$ cat config.mk
export PLATFORM = sky130hd
export DESIGN_NAME = battery_level_gauge
export DESIGN_NICKNAME = d
export VERILOG_FILES = /design/src/rtl/blg_pkg.sv /design/src/rtl/battery_level_gauge.sv
export SDC_FILE = /design/constraint.sdc
export NUM_CORES = 1
export LEC_CHECK = 0
export BUFFER_PORTS_ARGS = -buffer_cell sky130_fd_sc_hd__buf_4
export CORE_MARGIN = 8
export CORE_UTILIZATION = 57
export CTS_CLUSTER_SIZE = 30
export DETAILED_ROUTE_END_ITERATION = 7
export PLACE_DENSITY = 0.76
export SYNTH_ARGS = -nofsm -noshare
export SYNTH_HDL_FRONTEND = slang
export SYNTH_SLANG_ARGS = --single-unit
$ cat constraint.sdc
create_clock -name i_clk -period 8.8 [get_ports i_clk]
set_input_delay 0.88 -clock i_clk [delete_from_list [all_inputs] [get_ports i_clk]]
set_output_delay 0.88 -clock i_clk [all_outputs]
set_load 0.02 [all_outputs]
$ cat src/rtl/blg_pkg.sv
// Shared constants, widths and cell-curve tables for the battery level gauge.
package blg_pkg;

    localparam int MV_W         = 13;
    localparam int LVL_W        = 7;
    localparam int PCT_W        = 7;
    localparam int MV_MAX       = (1 << MV_W) - 1;

    localparam int RING_DEPTH   = 12;
    localparam int CURVE_POINTS = 23;

    localparam int IDX_W  = (RING_DEPTH > 1) ? $clog2(RING_DEPTH) : 1;
    localparam int CNT_W  = $clog2(RING_DEPTH + 1);
    localparam int CIDX_W = $clog2(CURVE_POINTS);

    localparam int Q_FRAC  = 8;
    localparam int FULL_Q8 = 100 << Q_FRAC;
    localparam int Q_W     = $clog2(FULL_Q8 + 1);
    localparam int LVL_MAX = 100;

    localparam int LOW_MARK_RST  = 3300;
    localparam int HIGH_MARK_RST = 4260;

    localparam int SUM_W = $clog2(RING_DEPTH * MV_MAX + RING_DEPTH / 2 + 1);
    localparam int DEN_W = MV_W;

    // The rounded ring average divides by 12 as a shift by 2 followed by a
    // multiply with the reciprocal of 3, which is exact below 2^17.
    localparam int AVG_PRE_SHIFT   = 2;
    localparam int AVG_RECIP       = 43691;
    localparam int AVG_RECIP_W     = 16;
    localparam int AVG_RECIP_SHIFT = 17;
    localparam int AVG_Y_W         = SUM_W - AVG_PRE_SHIFT;
    localparam int AVG_P_W         = AVG_Y_W + AVG_RECIP_W;

    function automatic logic [MV_W-1:0] curve_mv(input logic [CIDX_W-1:0] idx);
        logic [MV_W-1:0] v;
        case (idx)
            5'd0:    v = 13'd3270;
            5'd1:    v = 13'd3610;
            5'd2:    v = 13'd3690;
            5'd3:    v = 13'd3710;
            5'd4:    v = 13'd3730;
            5'd5:    v = 13'd3750;
            5'd6:    v = 13'd3770;
            5'd7:    v = 13'd3790;
            5'd8:    v = 13'd3800;
            5'd9:    v = 13'd3820;
            5'd10:   v = 13'd3840;
            5'd11:   v = 13'd3850;
            5'd12:   v = 13'd3870;
            5'd13:   v = 13'd3910;
            5'd14:   v = 13'd3950;
            5'd15:   v = 13'd3980;
            5'd16:   v = 13'd4020;
            5'd17:   v = 13'd4080;
            5'd18:   v = 13'd4110;
            5'd19:   v = 13'd4150;
            5'd20:   v = 13'd4200;
            5'd21:   v = 13'd4230;
            5'd22:   v = 13'd4260;
            default: v = '0;
        endcase
        return v;
    endfunction

    function automatic logic [PCT_W-1:0] curve_pct(input logic [CIDX_W-1:0] idx);
        logic [PCT_W-1:0] p;
        case (idx)
            5'd0:    p = 7'd0;
            5'd1:    p = 7'd5;
            5'd2:    p = 7'd10;
            5'd3:    p = 7'd15;
            5'd4:    p = 7'd20;
            5'd5:    p = 7'd25;
            5'd6:    p = 7'd30;
            5'd7:    p = 7'd35;
            5'd8:    p = 7'd40;
            5'd9:    p = 7'd45;
            5'd10:   p = 7'd50;
            5'd11:   p = 7'd55;
            5'd12:   p = 7'd60;
            5'd13:   p = 7'd65;
            5'd14:   p = 7'd70;
            5'd15:   p = 7'd75;
            5'd16:   p = 7'd80;
            5'd17:   p = 7'd85;
            5'd18:   p = 7'd90;
            5'd19:   p = 7'd95;
            5'd20:   p = 7'd98;
            5'd21:   p = 7'd99;
            5'd22:   p = 7'd100;
            default: p = '0;
        endcase
        return p;
    endfunction

    // An upper bound on the rounded dividend that any curve segment can produce.
    function automatic int curve_num_max();
        int m;
        int span;
        int dp;
        int n;
        m = 0;
        for (int i = 0; i < CURVE_POINTS - 1; i++) begin
            span = int'(curve_mv(CIDX_W'(i + 1))) - int'(curve_mv(CIDX_W'(i)));
            dp   = int'(curve_pct(CIDX_W'(i + 1))) - int'(curve_pct(CIDX_W'(i)));
            if (dp < 0) begin
                dp = 0;
            end
            n = span * dp * (1 << Q_FRAC) + span / 2;
            if (n > m) begin
                m = n;
            end
        end
        return m;
    endfunction

    localparam int AVG_N   = SUM_W;
    localparam int CURVE_N = $clog2(curve_num_max() + 1);
    localparam int LEARN_N = $clog2(MV_MAX * FULL_Q8 + MV_MAX / 2 + 1);
    localparam int NUM_W   = (LEARN_N > AVG_N) ?
                             ((LEARN_N > CURVE_N) ? LEARN_N : CURVE_N) :
                             ((AVG_N > CURVE_N) ? AVG_N : CURVE_N);
    localparam int DCNT_W  = $clog2(NUM_W + 1);

    // Level is (7 * curve + 3 * learned + 1280) / 2560, done as a shift by 9
    // followed by a multiply with the reciprocal of 5.
    localparam int CURVE_WEIGHT = 7;
    localparam int LEARN_WEIGHT = 3;
    localparam int LEVEL_HALF   = 1280;
    localparam int LEVEL_SHIFT  = 9;
    localparam int RECIP_MUL    = 205;
    localparam int RECIP_W      = 8;
    localparam int RECIP_SHIFT  = 10;
    localparam int BLEND_W =
        $clog2((CURVE_WEIGHT + LEARN_WEIGHT) * FULL_Q8 + LEVEL_HALF + 1);
    localparam int T_W = BLEND_W - LEVEL_SHIFT;
    localparam int P_W = T_W + RECIP_W;

endpackage

$ cat src/rtl/battery_level_gauge.sv
// Battery level gauge top level: sample ring, sequencer and shared divider.
//
// Input channel: i_valid / o_ready carry one voltage word, i_voltage_mv in mV,
// per report tick. Output channel: o_valid / i_ready carry one result word:
// blended level in whole percent, the reported voltage, the learned minimum
// and maximum and a flag for each one that moved.
// The first word after reset is reported directly. Every word is stored in
// a 12-entry ring, and later words give no result until the ring has filled
// once; then each word gives one result built from the rounded ring average.
// The block takes one word at a time. The curve segment and the learned
// percent each run the bit-serial divider, one quotient bit a cycle; the
// average adds a sum over the ring entries and a reciprocal multiply, and
// a report may also wait for the output register.
// A finished result sits in the output register; a new word is accepted
// while it waits, and the sequencer holds its next result until i_ready
// frees the register.
// Reset clears the sequencer, the ring pointer and fill flag, and puts the
// learned minimum and maximum at 3300 mV and 4260 mV. Ring contents are not
// cleared; they are only read after every entry has been written.
module battery_level_gauge (
    input  logic                     i_clk,
    input  logic                     i_rst_n,
    input  logic                     i_valid,
    output logic                     o_ready,
    input  logic [blg_pkg::MV_W-1:0] i_voltage_mv,
    output logic                     o_valid,
    input  logic                     i_ready,
    output logic [blg_pkg::LVL_W-1:0] o_level_percent,
    output logic [blg_pkg::MV_W-1:0] o_reported_mv,
    output logic                     o_min_updated,
    output logic                     o_max_updated,
    output logic [blg_pkg::MV_W-1:0] o_learned_min_mv,
    output logic [blg_pkg::MV_W-1:0] o_learned_max_mv
);

    localparam logic [3:0] S_IDLE  = 4'd0;
    localparam logic [3:0] S_SUM   = 4'd1;
    localparam logic [3:0] S_AVG   = 4'd2;
    localparam logic [3:0] S_MARK  = 4'd3;
    localparam logic [3:0] S_CLOAD = 4'd4;
    localparam logic [3:0] S_CDIV  = 4'd5;
    localparam logic [3:0] S_LLOAD = 4'd6;
    localparam logic [3:0] S_LDIV  = 4'd7;
    localparam logic [3:0] S_FIN   = 4'd8;

    localparam int MV_W    = blg_pkg::MV_W;
    localparam int LVL_W   = blg_pkg::LVL_W;
    localparam int PCT_W   = blg_pkg::PCT_W;
    localparam int IDX_W   = blg_pkg::IDX_W;
    localparam int CNT_W   = blg_pkg::CNT_W;
    localparam int CIDX_W  = blg_pkg::CIDX_W;
    localparam int Q_W     = blg_pkg::Q_W;
    localparam int SUM_W   = blg_pkg::SUM_W;
    localparam int DEN_W   = blg_pkg::DEN_W;
    localparam int NUM_W   = blg_pkg::NUM_W;
    localparam int DCNT_W  = blg_pkg::DCNT_W;
    localparam int BLEND_W = blg_pkg::BLEND_W;
    localparam int T_W     = blg_pkg::T_W;
    localparam int P_W     = blg_pkg::P_W;
    localparam int AVG_Y_W = blg_pkg::AVG_Y_W;
    localparam int AVG_P_W = blg_pkg::AVG_P_W;
    localparam int AVG_Q_W = AVG_P_W - blg_pkg::AVG_RECIP_SHIFT;

    logic [3:0]        r_state;
    logic [MV_W-1:0]   r_ring [blg_pkg::RING_DEPTH];
    logic [MV_W-1:0]   r_rd;
    logic [IDX_W-1:0]  r_slot;
    logic              r_full;
    logic              r_first;
    logic [CNT_W-1:0]  r_cnt;
    logic [SUM_W-1:0]  r_acc;
    logic [MV_W-1:0]   r_rep;
    logic [MV_W-1:0]   r_low;
    logic [MV_W-1:0]   r_high;
    logic              r_min_upd;
    logic              r_max_upd;
    logic [CIDX_W-1:0] r_seg;
    logic [Q_W-1:0]    r_curve;
    logic [Q_W-1:0]    r_learn;
    logic [NUM_W-1:0]  r_dq;
    logic [DEN_W-1:0]  r_dr;
    logic [DEN_W-1:0]  r_dd;
    logic [DCNT_W-1:0] r_dcnt;
    logic              r_o_valid;
    logic [LVL_W-1:0]  r_o_level;
    logic [MV_W-1:0]   r_o_rep;
    logic              r_o_min_upd;
    logic              r_o_max_upd;
    logic [MV_W-1:0]   r_o_low;
    logic [MV_W-1:0]   r_o_high;

    logic              accept;
    logic              slot_last;
    logic [SUM_W-1:0]  a_total;
    logic [AVG_Y_W-1:0] avg_y;
    logic [AVG_P_W-1:0] avg_p;
    logic [AVG_Q_W-1:0] avg_q;
    logic [DEN_W:0]    trial;
    logic [DEN_W:0]    diff;
    logic              q_bit;
    logic [DEN_W-1:0]  dr_next;
    logic [CIDX_W-1:0] seg_sel;
    logic [MV_W-1:0]   c0;
    logic [MV_W-1:0]   c1;
    logic [PCT_W-1:0]  p0;
    logic [PCT_W-1:0]  p1;
    logic [MV_W-1:0]   c_den;
    logic [PCT_W-1:0]  c_dp;
    logic [MV_W-1:0]   c_off;
    logic [MV_W+PCT_W-1:0] c_prod;
    logic [NUM_W-1:0]  c_num;
    logic [MV_W-1:0]   l_den;
    logic [MV_W-1:0]   l_off;
    logic [NUM_W-1:0]  l_prod;
    logic [NUM_W-1:0]  l_num;
    logic              l_zero;
    logic [BLEND_W-1:0] blend;
    logic [T_W-1:0]    lvl_t;
    logic [P_W-1:0]    lvl_p;
    logic [P_W-blg_pkg::RECIP_SHIFT-1:0] lvl_q;
    logic [LVL_W-1:0]  level;

    assign o_ready          = (r_state == S_IDLE);
    assign accept           = i_valid && o_ready;
    assign slot_last        = (r_slot == IDX_W'(blg_pkg::RING_DEPTH - 1));
    assign o_valid          = r_o_valid;
    assign o_level_percent  = r_o_level;
    assign o_reported_mv    = r_o_rep;
    assign o_min_updated    = r_o_min_upd;
    assign o_max_updated    = r_o_max_upd;
    assign o_learned_min_mv = r_o_low;
    assign o_learned_max_mv = r_o_high;

    assign a_total = r_acc + SUM_W'(r_rd) + SUM_W'(blg_pkg::RING_DEPTH / 2);

    assign avg_y = r_acc[SUM_W-1:blg_pkg::AVG_PRE_SHIFT];
    assign avg_p = AVG_P_W'(avg_y) * AVG_P_W'(blg_pkg::AVG_RECIP);
    assign avg_q = avg_p[AVG_P_W-1:blg_pkg::AVG_RECIP_SHIFT];

    // One restoring division step per cycle.
    assign trial   = {r_dr, r_dq[NUM_W-1]};
    assign diff    = trial - {1'b0, r_dd};
    assign q_bit   = (trial >= {1'b0, r_dd});
    assign dr_next = q_bit ? diff[DEN_W-1:0] : trial[DEN_W-1:0];

    always_comb begin
        seg_sel = '0;
        for (int i = 0; i < blg_pkg::CURVE_POINTS - 1; i++) begin
            if (r_rep >= blg_pkg::curve_mv(CIDX_W'(i)) &&
                r_rep < blg_pkg::curve_mv(CIDX_W'(i + 1))) begin
                seg_sel = CIDX_W'(i);
            end
        end
    end

    assign c0     = blg_pkg::curve_mv(r_seg);
    assign c1     = blg_pkg::curve_mv(CIDX_W'(r_seg + CIDX_W'(1)));
    assign p0     = blg_pkg::curve_pct(r_seg);
    assign p1     = blg_pkg::curve_pct(CIDX_W'(r_seg + CIDX_W'(1)));
    assign c_den  = c1 - c0;
    assign c_dp   = (p1 >= p0) ? (p1 - p0) : '0;
    assign c_off  = r_rep - c0;
    assign c_prod = (MV_W + PCT_W)'(c_off) * (MV_W + PCT_W)'(c_dp);
    assign c_num  = (NUM_W'(c_prod) << blg_pkg::Q_FRAC) + NUM_W'(c_den >> 1);

    assign l_den  = r_high - r_low;
    assign l_off  = r_rep - r_low;
    assign l_prod = NUM_W'(l_off) * NUM_W'(blg_pkg::FULL_Q8);
    assign l_num  = l_prod + NUM_W'(l_den >> 1);
    assign l_zero = (r_high <= r_low) || (r_rep <= r_low);

    assign blend = BLEND_W'(r_curve) * BLEND_W'(blg_pkg::CURVE_WEIGHT)
                 + BLEND_W'(r_learn) * BLEND_W'(blg_pkg::LEARN_WEIGHT)
                 + BLEND_W'(blg_pkg::LEVEL_HALF);
    assign lvl_t = blend[BLEND_W-1:blg_pkg::LEVEL_SHIFT];
    assign lvl_p = P_W'(lvl_t) * P_W'(blg_pkg::RECIP_MUL);
    assign lvl_q = lvl_p[P_W-1:blg_pkg::RECIP_SHIFT];
    assign level = (lvl_q > (P_W - blg_pkg::RECIP_SHIFT)'(blg_pkg::LVL_MAX)) ?
                   LVL_W'(blg_pkg::LVL_MAX) : LVL_W'(lvl_q);

    always_ff @(posedge i_clk) begin
        if (accept) begin
            r_ring[r_slot] <= i_voltage_mv;
        end
        if (r_cnt < CNT_W'(blg_pkg::RING_DEPTH)) begin
            r_rd <= r_ring[r_cnt[IDX_W-1:0]];
        end
    end

    always_ff @(posedge i_clk) begin
        if (!i_rst_n) begin
            r_state   <= S_IDLE;
            r_slot    <= '0;
            r_full    <= 1'b0;
            r_first   <= 1'b0;
            r_cnt     <= '0;
            r_dcnt    <= '0;
            r_low     <= MV_W'(blg_pkg::LOW_MARK_RST);
            r_high    <= MV_W'(blg_pkg::HIGH_MARK_RST);
            r_o_valid <= 1'b0;
        end else begin
            if (r_dcnt != '0) begin
                r_dq   <= {r_dq[NUM_W-2:0], q_bit};
                r_dr   <= dr_next;
                r_dcnt <= r_dcnt - DCNT_W'(1);
            end
            if (r_o_valid && i_ready && r_state != S_FIN) begin
                r_o_valid <= 1'b0;
            end
            case (r_state)
                S_IDLE: begin
                    if (accept) begin
                        r_slot <= slot_last ? '0 : r_slot + IDX_W'(1);
                        if (slot_last) begin
                            r_full <= 1'b1;
                        end
                        if (!r_first) begin
                            r_first <= 1'b1;
                            r_rep   <= i_voltage_mv;
                            r_state <= S_MARK;
                        end else if (r_full || slot_last) begin
                            r_cnt   <= '0;
                            r_acc   <= '0;
                            r_state <= S_SUM;
                        end
                    end
                end
                S_SUM: begin
                    if (r_cnt == CNT_W'(blg_pkg::RING_DEPTH)) begin
                        r_cnt   <= '0;
                        r_acc   <= a_total;
                        r_state <= S_AVG;
                    end else begin
                        if (r_cnt != '0) begin
                            r_acc <= r_acc + SUM_W'(r_rd);
                        end
                        r_cnt <= r_cnt + CNT_W'(1);
                    end
                end
                S_AVG: begin
                    r_rep   <= (avg_q > AVG_Q_W'(blg_pkg::MV_MAX)) ?
                               MV_W'(blg_pkg::MV_MAX) : avg_q[MV_W-1:0];
                    r_state <= S_MARK;
                end
                S_MARK: begin
                    r_min_upd <= (r_rep < r_low);
                    r_max_upd <= (r_rep > r_high);
                    if (r_rep < r_low) begin
                        r_low <= r_rep;
                    end
                    if (r_rep > r_high) begin
                        r_high <= r_rep;
                    end
                    r_seg <= seg_sel;
                    if (r_rep <= blg_pkg::curve_mv('0)) begin
                        r_curve <= '0;
                        r_state <= S_LLOAD;
                    end else if (r_rep >= blg_pkg::curve_mv(
                                     CIDX_W'(blg_pkg::CURVE_POINTS - 1))) begin
                        r_curve <= Q_W'(blg_pkg::FULL_Q8);
                        r_state <= S_LLOAD;
                    end else begin
                        r_state <= S_CLOAD;
                    end
                end
                S_CLOAD: begin
                    r_curve <= Q_W'(p0) << blg_pkg::Q_FRAC;
                    r_dq    <= c_num << (NUM_W - blg_pkg::CURVE_N);
                    r_dr    <= '0;
                    r_dd    <= c_den;
                    r_dcnt  <= DCNT_W'(blg_pkg::CURVE_N);
                    r_state <= S_CDIV;
                end
                S_CDIV: begin
                    if (r_dcnt == '0) begin
                        r_curve <= r_curve + r_dq[Q_W-1:0];
                        r_state <= S_LLOAD;
                    end
                end
                S_LLOAD: begin
                    if (l_zero) begin
                        r_learn <= '0;
                        r_state <= S_FIN;
                    end else begin
                        r_dq    <= l_num << (NUM_W - blg_pkg::LEARN_N);
                        r_dr    <= '0;
                        r_dd    <= l_den;
                        r_dcnt  <= DCNT_W'(blg_pkg::LEARN_N);
                        r_state <= S_LDIV;
                    end
                end
                S_LDIV: begin
                    if (r_dcnt == '0) begin
                        r_learn <= (r_dq > NUM_W'(blg_pkg::FULL_Q8)) ?
                                   Q_W'(blg_pkg::FULL_Q8) : r_dq[Q_W-1:0];
                        r_state <= S_FIN;
                    end
                end
                S_FIN: begin
                    if (!r_o_valid || i_ready) begin
                        r_o_valid   <= 1'b1;
                        r_o_level   <= level;
                        r_o_rep     <= r_rep;
                        r_o_min_upd <= r_min_upd;
                        r_o_max_upd <= r_max_upd;
                        r_o_low     <= r_low;
                        r_o_high    <= r_high;
                        r_state     <= S_IDLE;
                    end
                end
                default: begin
                    r_state <= S_IDLE;
                end
            endcase
        end
    end

endmodule

# Yosys cells after proc, flatten, opt, wreduce, memory -nomap -nowiden

Memory sizes are Yosys's and may differ from the RTL's. A register that Yosys moved wholly into a read port is not among the register bits.
Index checks and enable logic that the tools add are counted.

Memory bits (read-only): 1216
Input port bits: 17
Register bits after elaboration: 215
RAM bits: 156
Memories: 5

Memories:

| name            | words | bits a word | read ports | clocked after memory_dff | wr ports | RTL line                  | source |
|---|---|---|---|---|---|---|---|
| (no name shown) | 32    | 12          | 1          | 0                        | 0        | blg_pkg.sv:38             | `case (idx)` |
| (no name shown) | 32    | 12          | 1          | 0                        | 0        | blg_pkg.sv:38             |  |
| (no name shown) | 32    | 7           | 1          | 0                        | 0        | blg_pkg.sv:69             | `case (idx)` |
| (no name shown) | 32    | 7           | 1          | 0                        | 0        | blg_pkg.sv:69             |  |
| r_ring          | 12    | 13          | 1          | 1                        | 1        | battery_level_gauge.sv:65 | `logic [MV_W-1:0] r_ring [blg_pkg::RING_DEPTH];` |

Mux-type cells: 73
Multiply operators: 6
Add/subtract/negate cells: 17
$lt $le $gt $ge: 54
Equality and inequality tests: 24
Reductions and logical operators: 52

Operators with widths:

| operator                 | count |
|---|---|
| $ge A13 B12 Y1 const B   | 17 |
| $lt A13 B12 Y1 const B   | 16 |
| $mux W13                 | 7 |
| $mux W15                 | 6 |
| $mux W17                 | 5 |
| $pmux W13 S2             | 3 |
| $ge A13 B13 Y1 const B   | 5 |
| $lt A13 B13 Y1 const B   | 5 |
| $sub A13 B13 Y13         | 5 |
| $mux W28                 | 2 |
| $pmux W28 S2             | 1 |
| $mux W4                  | 13 |
| $mux W5                  | 10 |
| $pmux W15 S3             | 1 |
| $pmux W4 S9              | 1 |
| $pmux W17 S2             | 1 |
| $mul A15 B16 Y31 const B | 1 |
| $pmux W15 S2             | 1 |
| $add A28 B12 Y28         | 1 |
| $gt A28 B15 Y1 const B   | 1 |
| $le A13 B13 Y1           | 2 |
| $logic_and A1 B1 Y1      | 24 |
| $mux W3                  | 8 |
| $add A19 B12 Y19         | 1 |
| 50 further kinds         | 89 |

# Depth between registers and ports, before layout

Word-level depth: 22
Depth in mapped cells: 36

# Worst setup path after synthesis

Ideal clock, no wire load.

Kind: reg-to-reg
Start: register r_seg[1]
End: register r_dq[27] (data pin)
Setup slack: 427 ps
Required time: 8546 ps
Period minus slack after synthesis: 8373 ps
Cell stages (with the launch flop): 32
Path buffers: 0
Arrival time: 8119 ps
Cells stage by stage: edfxtp_1 -> ha_1 -> inv_1 -> ha_1 -> clkinv_1 -> ha_1 -> or3_1 -> o21ai_0 -> ha_1 -> nor2b_1 -> o31ai_1 -> a21oi_1 -> o21ai_1 -> a21oi_1 -> nor2b_1 -> fa_1 -> inv_1 -> fa_1 -> fa_1 -> inv_1 -> fa_1 -> ha_1 -> o21a_1 -> o31a_1 -> o311ai_0 -> a21oi_1 -> xnor2_1 -> xnor2_1 -> xnor2_1 -> xnor3_1 -> xnor2_1 -> a21o_1

Word-level cells in the longest chain between the ends: 7

Ends and longest elaborated chain:

| what                                                 | RTL line                                               | source |
|---|---|---|
| from (decl)                                          | battery_level_gauge.sv:77                              | `logic [CIDX_W-1:0] r_seg;` |
| from (signal assigned)                               | battery_level_gauge.sv:254                             | `r_seg <= seg_sel;` |
| $add A5 B1 Y5                                        | battery_level_gauge.sv:157, battery_level_gauge.sv:159 |  |
| $mem_v2 Z32 W7                                       | --                                                     |  |
| $sub A7 B7 Y7 / $ge A7 B7 Y1 (equally long branches) | battery_level_gauge.sv:161                             | `assign c_dp = (p1 >= p0) ? (p1 - p0) : '0;` |
| $mux W7                                              | battery_level_gauge.sv:161                             |  |
| $mul A13 B7 Y11                                      | battery_level_gauge.sv:163                             | `assign c_prod = (MV_W + PCT_W)'(c_off) * (MV_W + PCT_W)'(c_dp);` |
| $add A19 B12 Y19 (*)                                 | battery_level_gauge.sv:164                             | `assign c_num = (NUM_W'(c_prod) << blg_pkg::Q_FRAC) + NUM_W'(c_den >> 1);` |
| $pmux W28 S2 (*)                                     | battery_level_gauge.sv:210                             | `case (r_state)` |
| to (signal assigned)                                 | battery_level_gauge.sv:203                             | `r_dq <= {r_dq[NUM_W-2:0], q_bit};` |
| to (signal assigned)                                 | battery_level_gauge.sv:268                             | `r_dq <= c_num << (NUM_W - blg_pkg::CURVE_N);` |
| to (signal assigned)                                 | battery_level_gauge.sv:285                             | `r_dq <= l_num << (NUM_W - blg_pkg::LEARN_N);` |
| to (decl)                                            | battery_level_gauge.sv:80                              | `logic [NUM_W-1:0] r_dq;` |

Mark *: on every way between the ends. The rest lies on a longest branch, timed or not.
A chain may end at the register's enable or synchronous reset.

# Final worst setup path

Start: register r_curve[1]
End: register r_o_level[1] (netlist: o_level_percent[1]) (data pin)

Word-level cells in the longest chain between the ends: 5

Ends and longest elaborated chain:

| what                   | RTL line                   | source |
|---|---|---|
| from (decl)            | battery_level_gauge.sv:78  | `logic [Q_W-1:0] r_curve;` |
| from (signal assigned) | battery_level_gauge.sv:260 | `r_curve <= Q_W'(blg_pkg::FULL_Q8);` |
| from (signal assigned) | battery_level_gauge.sv:267 | `r_curve <= Q_W'(p0) << blg_pkg::Q_FRAC;` |
| from (signal assigned) | battery_level_gauge.sv:276 | `r_curve <= r_curve + r_dq[Q_W-1:0];` |
| $mul A15 B3 Y18 (*)    | battery_level_gauge.sv:172 | `assign blend = BLEND_W'(r_curve) * BLEND_W'(blg_pkg::CURVE_WEIGHT)` |
| $add A18 B17 Y18 (*)   | battery_level_gauge.sv:173 | `+ BLEND_W'(r_learn) * BLEND_W'(blg_pkg::LEARN_WEIGHT)` |
| $add A18 B11 Y18 (*)   | battery_level_gauge.sv:174 | `+ BLEND_W'(blg_pkg::LEVEL_HALF);` |
| $mul A9 B8 Y17 (*)     | battery_level_gauge.sv:176 | `assign lvl_p = P_W'(lvl_t) * P_W'(blg_pkg::RECIP_MUL);` |
| $gt A7 B7 Y1           | battery_level_gauge.sv:178 | `assign level = (lvl_q > (P_W - blg_pkg::RECIP_SHIFT)'(blg_pkg::LVL_MAX)) ?` |
| to (signal assigned)   | battery_level_gauge.sv:302 | `r_o_level <= level;` |
| to (decl)              | battery_level_gauge.sv:85  | `logic [LVL_W-1:0] r_o_level;` |

Marked as above.

==> results.md <==
Final layout:
- The layout filler cell count is 4,276.
- Of the cells placed in the final design, the portion with a size suffix greater than 1 is 0.0885.
- Compared with the post-synthesis result, the final layout area differs by 9.57%.
- At the end of the flow, the number of nets in the layout was 3,688.
- 0 antenna diodes ended up in the layout.

Synthesis:
- The total nets after synthesis is 3,604.
- After synthesis, the cell types taking the most area are edfxtp_1, ha_1, fa_1, inv_1, xnor2_1.
- The proportion of netlist area held by the largest area contributor is 0.321.
- During synthesis, Yosys emitted a total of 0 warnings.
- In the synthesized netlist, the number of instances is 3,048.
- In this run, synthesis inferred 338 flip-flops with an integrated enable.
- The most used flip-flop cell after synthesis is edfxtp_1.
- In this run, synthesis produced a sequential element count of 384.
- The proportion of synthesized chip area in sequential cells is 0.350.
- The proportion of register bits with asynchronous set or reset after synthesis is 0.
- Yosys mapped the design onto 87 distinct sky130hd cell types.
- The synthesized cell area is 31,600 µm².
- After synthesis, the mean cell area works out to 10.4 µm².
- Of all cell types, the one taking the most synthesized area is edfxtp_1.

Worst hold path:
- The cell depth of the worst hold path is 0.
- The startpoint of the worst hold path is r_min_upd.
- In this run the worst hold path is classified as register to register.
- The terminating pin of the worst hold path is o_min_updated.

Worst setup path:
- The delay of the slowest critical-path stage is 540 ps.
- On the critical path, the stage with the largest delay is an instance of fa_1.
- The data arrival time at the worst-slack endpoint is 8800 ps.
- The number of cells traversed by the worst register-to-register path is 33.
- The worst setup path is of the register to register kind.
- STA classifies the critical path startpoint as a register.
- The startpoint of the most critical setup path is r_curve[1].
- At the worst endpoint, the required time is 9140 ps.
- The most numerous cell type found on the critical path is inv_1.
- The critical register-to-register path startpoint is r_curve[1].
- The element type at the critical path end is a register.
- Along the worst path, the maximum fanout reaches 4.
- The end of the worst register-to-register path is o_level_percent[1].
- Across all register-to-register paths, the minimum setup slack is 340 ps.

Placed design:
- The global placer's final weighted congestion is 0.929.
- The count of buffers from port buffering is 66.
- The HPWL after detailed placement is 60,200 µm.

Die:
- The floorplan has 86 rows.
- The die boundary height is 251 µm.
- 67 I/O pins were placed.
- The die is 251 µm wide.
- The core area is 55,000 µm².
- The starting density of the core is 0.575.
- The die covers 63,200 µm².

Routing:
- The routed design has 80,300 µm of wire.
- The count of nets left with antenna violations once routing finished came out at 0.
- The final route contains 23.5k vias.
- The wire length per cell after detailed routing is 20.5 µm.
- The DRC violation count after routing is 0.
- The iteration-0 DRC count of the detailed router is 2,124.
- The via count normalized by instance count is 6.01.
- The number of detailed-route iterations in the first pass is 7.

Clocking:
- TritonCTS built the clock tree.
- Hold repair after CTS inserted 0 buffers.
- The maximum clock path buffer count is 3.
- The H-tree depth reported by CTS is 2.
- The total number of clock tree sinks is 384.
- The clock tree root buffer cell is clkbuf_16.
- The number of clock buffers added by TritonCTS is 41.
- Clock latency on the worst-skew pair, taken at its later pin, is 580 ps.
- The register clock-pin slew on the reported worst setup and hold paths is 60 ps.

GRT:
- The first global-routing pass estimated 127,000 µm of wire.
- The number of antenna violations at the first check in global routing is 1.
- Entering global routing, the biggest net connects 63 pins.
- The remaining global-route overflow is 0.
- The via count of the first global-routing pass is 23.8k.
- The global routing usage summed across all routing layers is 0.250.

STA:
- The shortest clock period the worst path allows after layout is 8460 ps.
- For this run, the top clock speed supported by timing is 118 MHz.
- The max-slew violation count is 0.
- The worst-case headroom to the max-slew limit is 0.201.
- The number of hold violations in the final report is 0.
- The final period utilization is 0.961.
- The slew at the pin with the worst max-slew slack is 1170 ps.
- The final-report setup violation count is 0.
- The clock arrives with 14.5 ps of skew.
- The post-route setup TNS is 0 ps.

Flow run:
- The max-capacitance violation count is 0.

Status:
- The run finished with clean final reports.
==> cell type report <==
class | count | area, µm² | area share
multi-input combinational | 2183 | 18800 | 0.543
sequential | 384 | 11100 | 0.320
inverter | 396 | 1490 | 0.0429
clock buffer | 59 | 1160 | 0.0336
timing repair buffer | 126 | 946 | 0.0273
tap | 748 | 936 | 0.0270
clock inverter | 17 | 209 | 0.00603
==> routing by layer <==
layer  up-vias  wire length (µm)  track usage
met5         -                 0            0
li1      10941                 -            -
met4         0              2510       0.0806
met2       932             38600        0.424
met1     11450             33000        0.329
met3       177              6140       0.0368
==> flip-flops by register name, indices dropped and copies added (netlist names), 4 cells and up <==
| signal | count |
|---|---|
| o_learned_max_mv | 13 |
| o_learned_min_mv | 13 |
| o_level_percent | 7 |
| o_reported_mv | 13 |
| r_acc | 17 |
| r_cnt | 4 |
| r_curve | 15 |
| r_dcnt | 5 |
| r_dd | 13 |
| r_dq | 28 |
| r_dr | 13 |
| r_high | 13 |
| r_learn | 15 |
| r_low | 13 |
| r_rd | 13 |
| r_rep | 13 |
| r_ring | 156 |
| r_seg | 5 |
| r_slot | 4 |
| r_state | 4 |
==> worst max-delay path by stage <==
stage | end | depth (start not counted)
2_1_floorplan | r_dq[27] | 31
4_1_cts | o_level_percent[1] | 33
5_1_grt | o_level_percent[0] | 35
6_report | o_level_percent[1] | 33
3_3_place_gp | o_level_percent[0] | 34
3_5_place_dp | o_level_percent[1] | 33
==> logic make-up (layout without fill, tap and decap cells) <==
logic type,Yosys count,count (layout),synth area share
flops,384,384,0.350
buf+inv,481,598,0.0572
compound gates,601,601,0.123
mux,112,112,0.0517
fa+ha+maj,539,539,0.252
xor+xnor,185,185,0.0521
simple gates,746,746,0.113
==> cell usage after synthesis, types with 31 or more instances <==
cell type  count
a211oi_1      31
a21o_1        58
a21oi_1      152
and2_1        54
clkbuf_1      75
dfxtp_1       46
edfxtp_1     338
fa_1         164
ha_1         375
inv_1        392
mux2i_1       70
mux4_2        41
nand2_1      210
nand3_1       53
nor2_1       205
nor2b_1       41
nor3_1        47
o21ai_0      127
xnor2_1      115
xor2_1        68
==> placed cells by master, fill, tap and decap left out, drive strengths merged, types with 46 or more instances in the layout <==
master  netlist  layout
xnor2       115     115
o21ai       130     130
a21o         58      58
edfxtp      338     338
mux2i        70      70
ha          375     375
nand3        53      53
a21oi       154     154
nor2        205     205
nor3         49      49
fa          164     164
nand2       210     210
inv         392     393
clkbuf       75      59
xor2         68      68
and2         54      54
buf          10     126
dfxtp        46      46
==> stage by stage <==
stage / instances / worst slack (ps) / instance area [µm²] / utilization / hold slack, ps
2_1_floorplan: 3048 / 427 / 31600 / - / 400
3_3_place_gp: 3833 / 211 / 33200 / 0.603 / 412
3_5_place_dp: 3833 / 61.2 / 33200 / 0.603 / 414
4_1_cts: 3909 / 31.6 / 34500 / 0.628 / 429
5_1_grt: 3913 / -58.1 / 34600 / 0.630 / 433
6_report: 3913 / 340 / 34600 / 0.630 / 426
==> what timing repair did <==
item / CTS / global route
setup buffers: 0 / 4
endpoints found under the setup margin: 0 / 9
gates resized for setup: 0 / 18
==> critical path: cells and delay by family (launching register included) <==
kind | cells | cell delay [ps]
adders and majority gates | 9 | 4060
AOI/OAI and AO/OA | 11 | 2340
and+or+nand+nor | 3 | 590
buffers and inverters | 8 | 460
xor gates and xnor gates | 2 | 410
DFF | 1 | 350
Power is left out: the tool's default activity adds up to more than one toggle a clock period on the data nets, which glitch-free logic cannot reach.
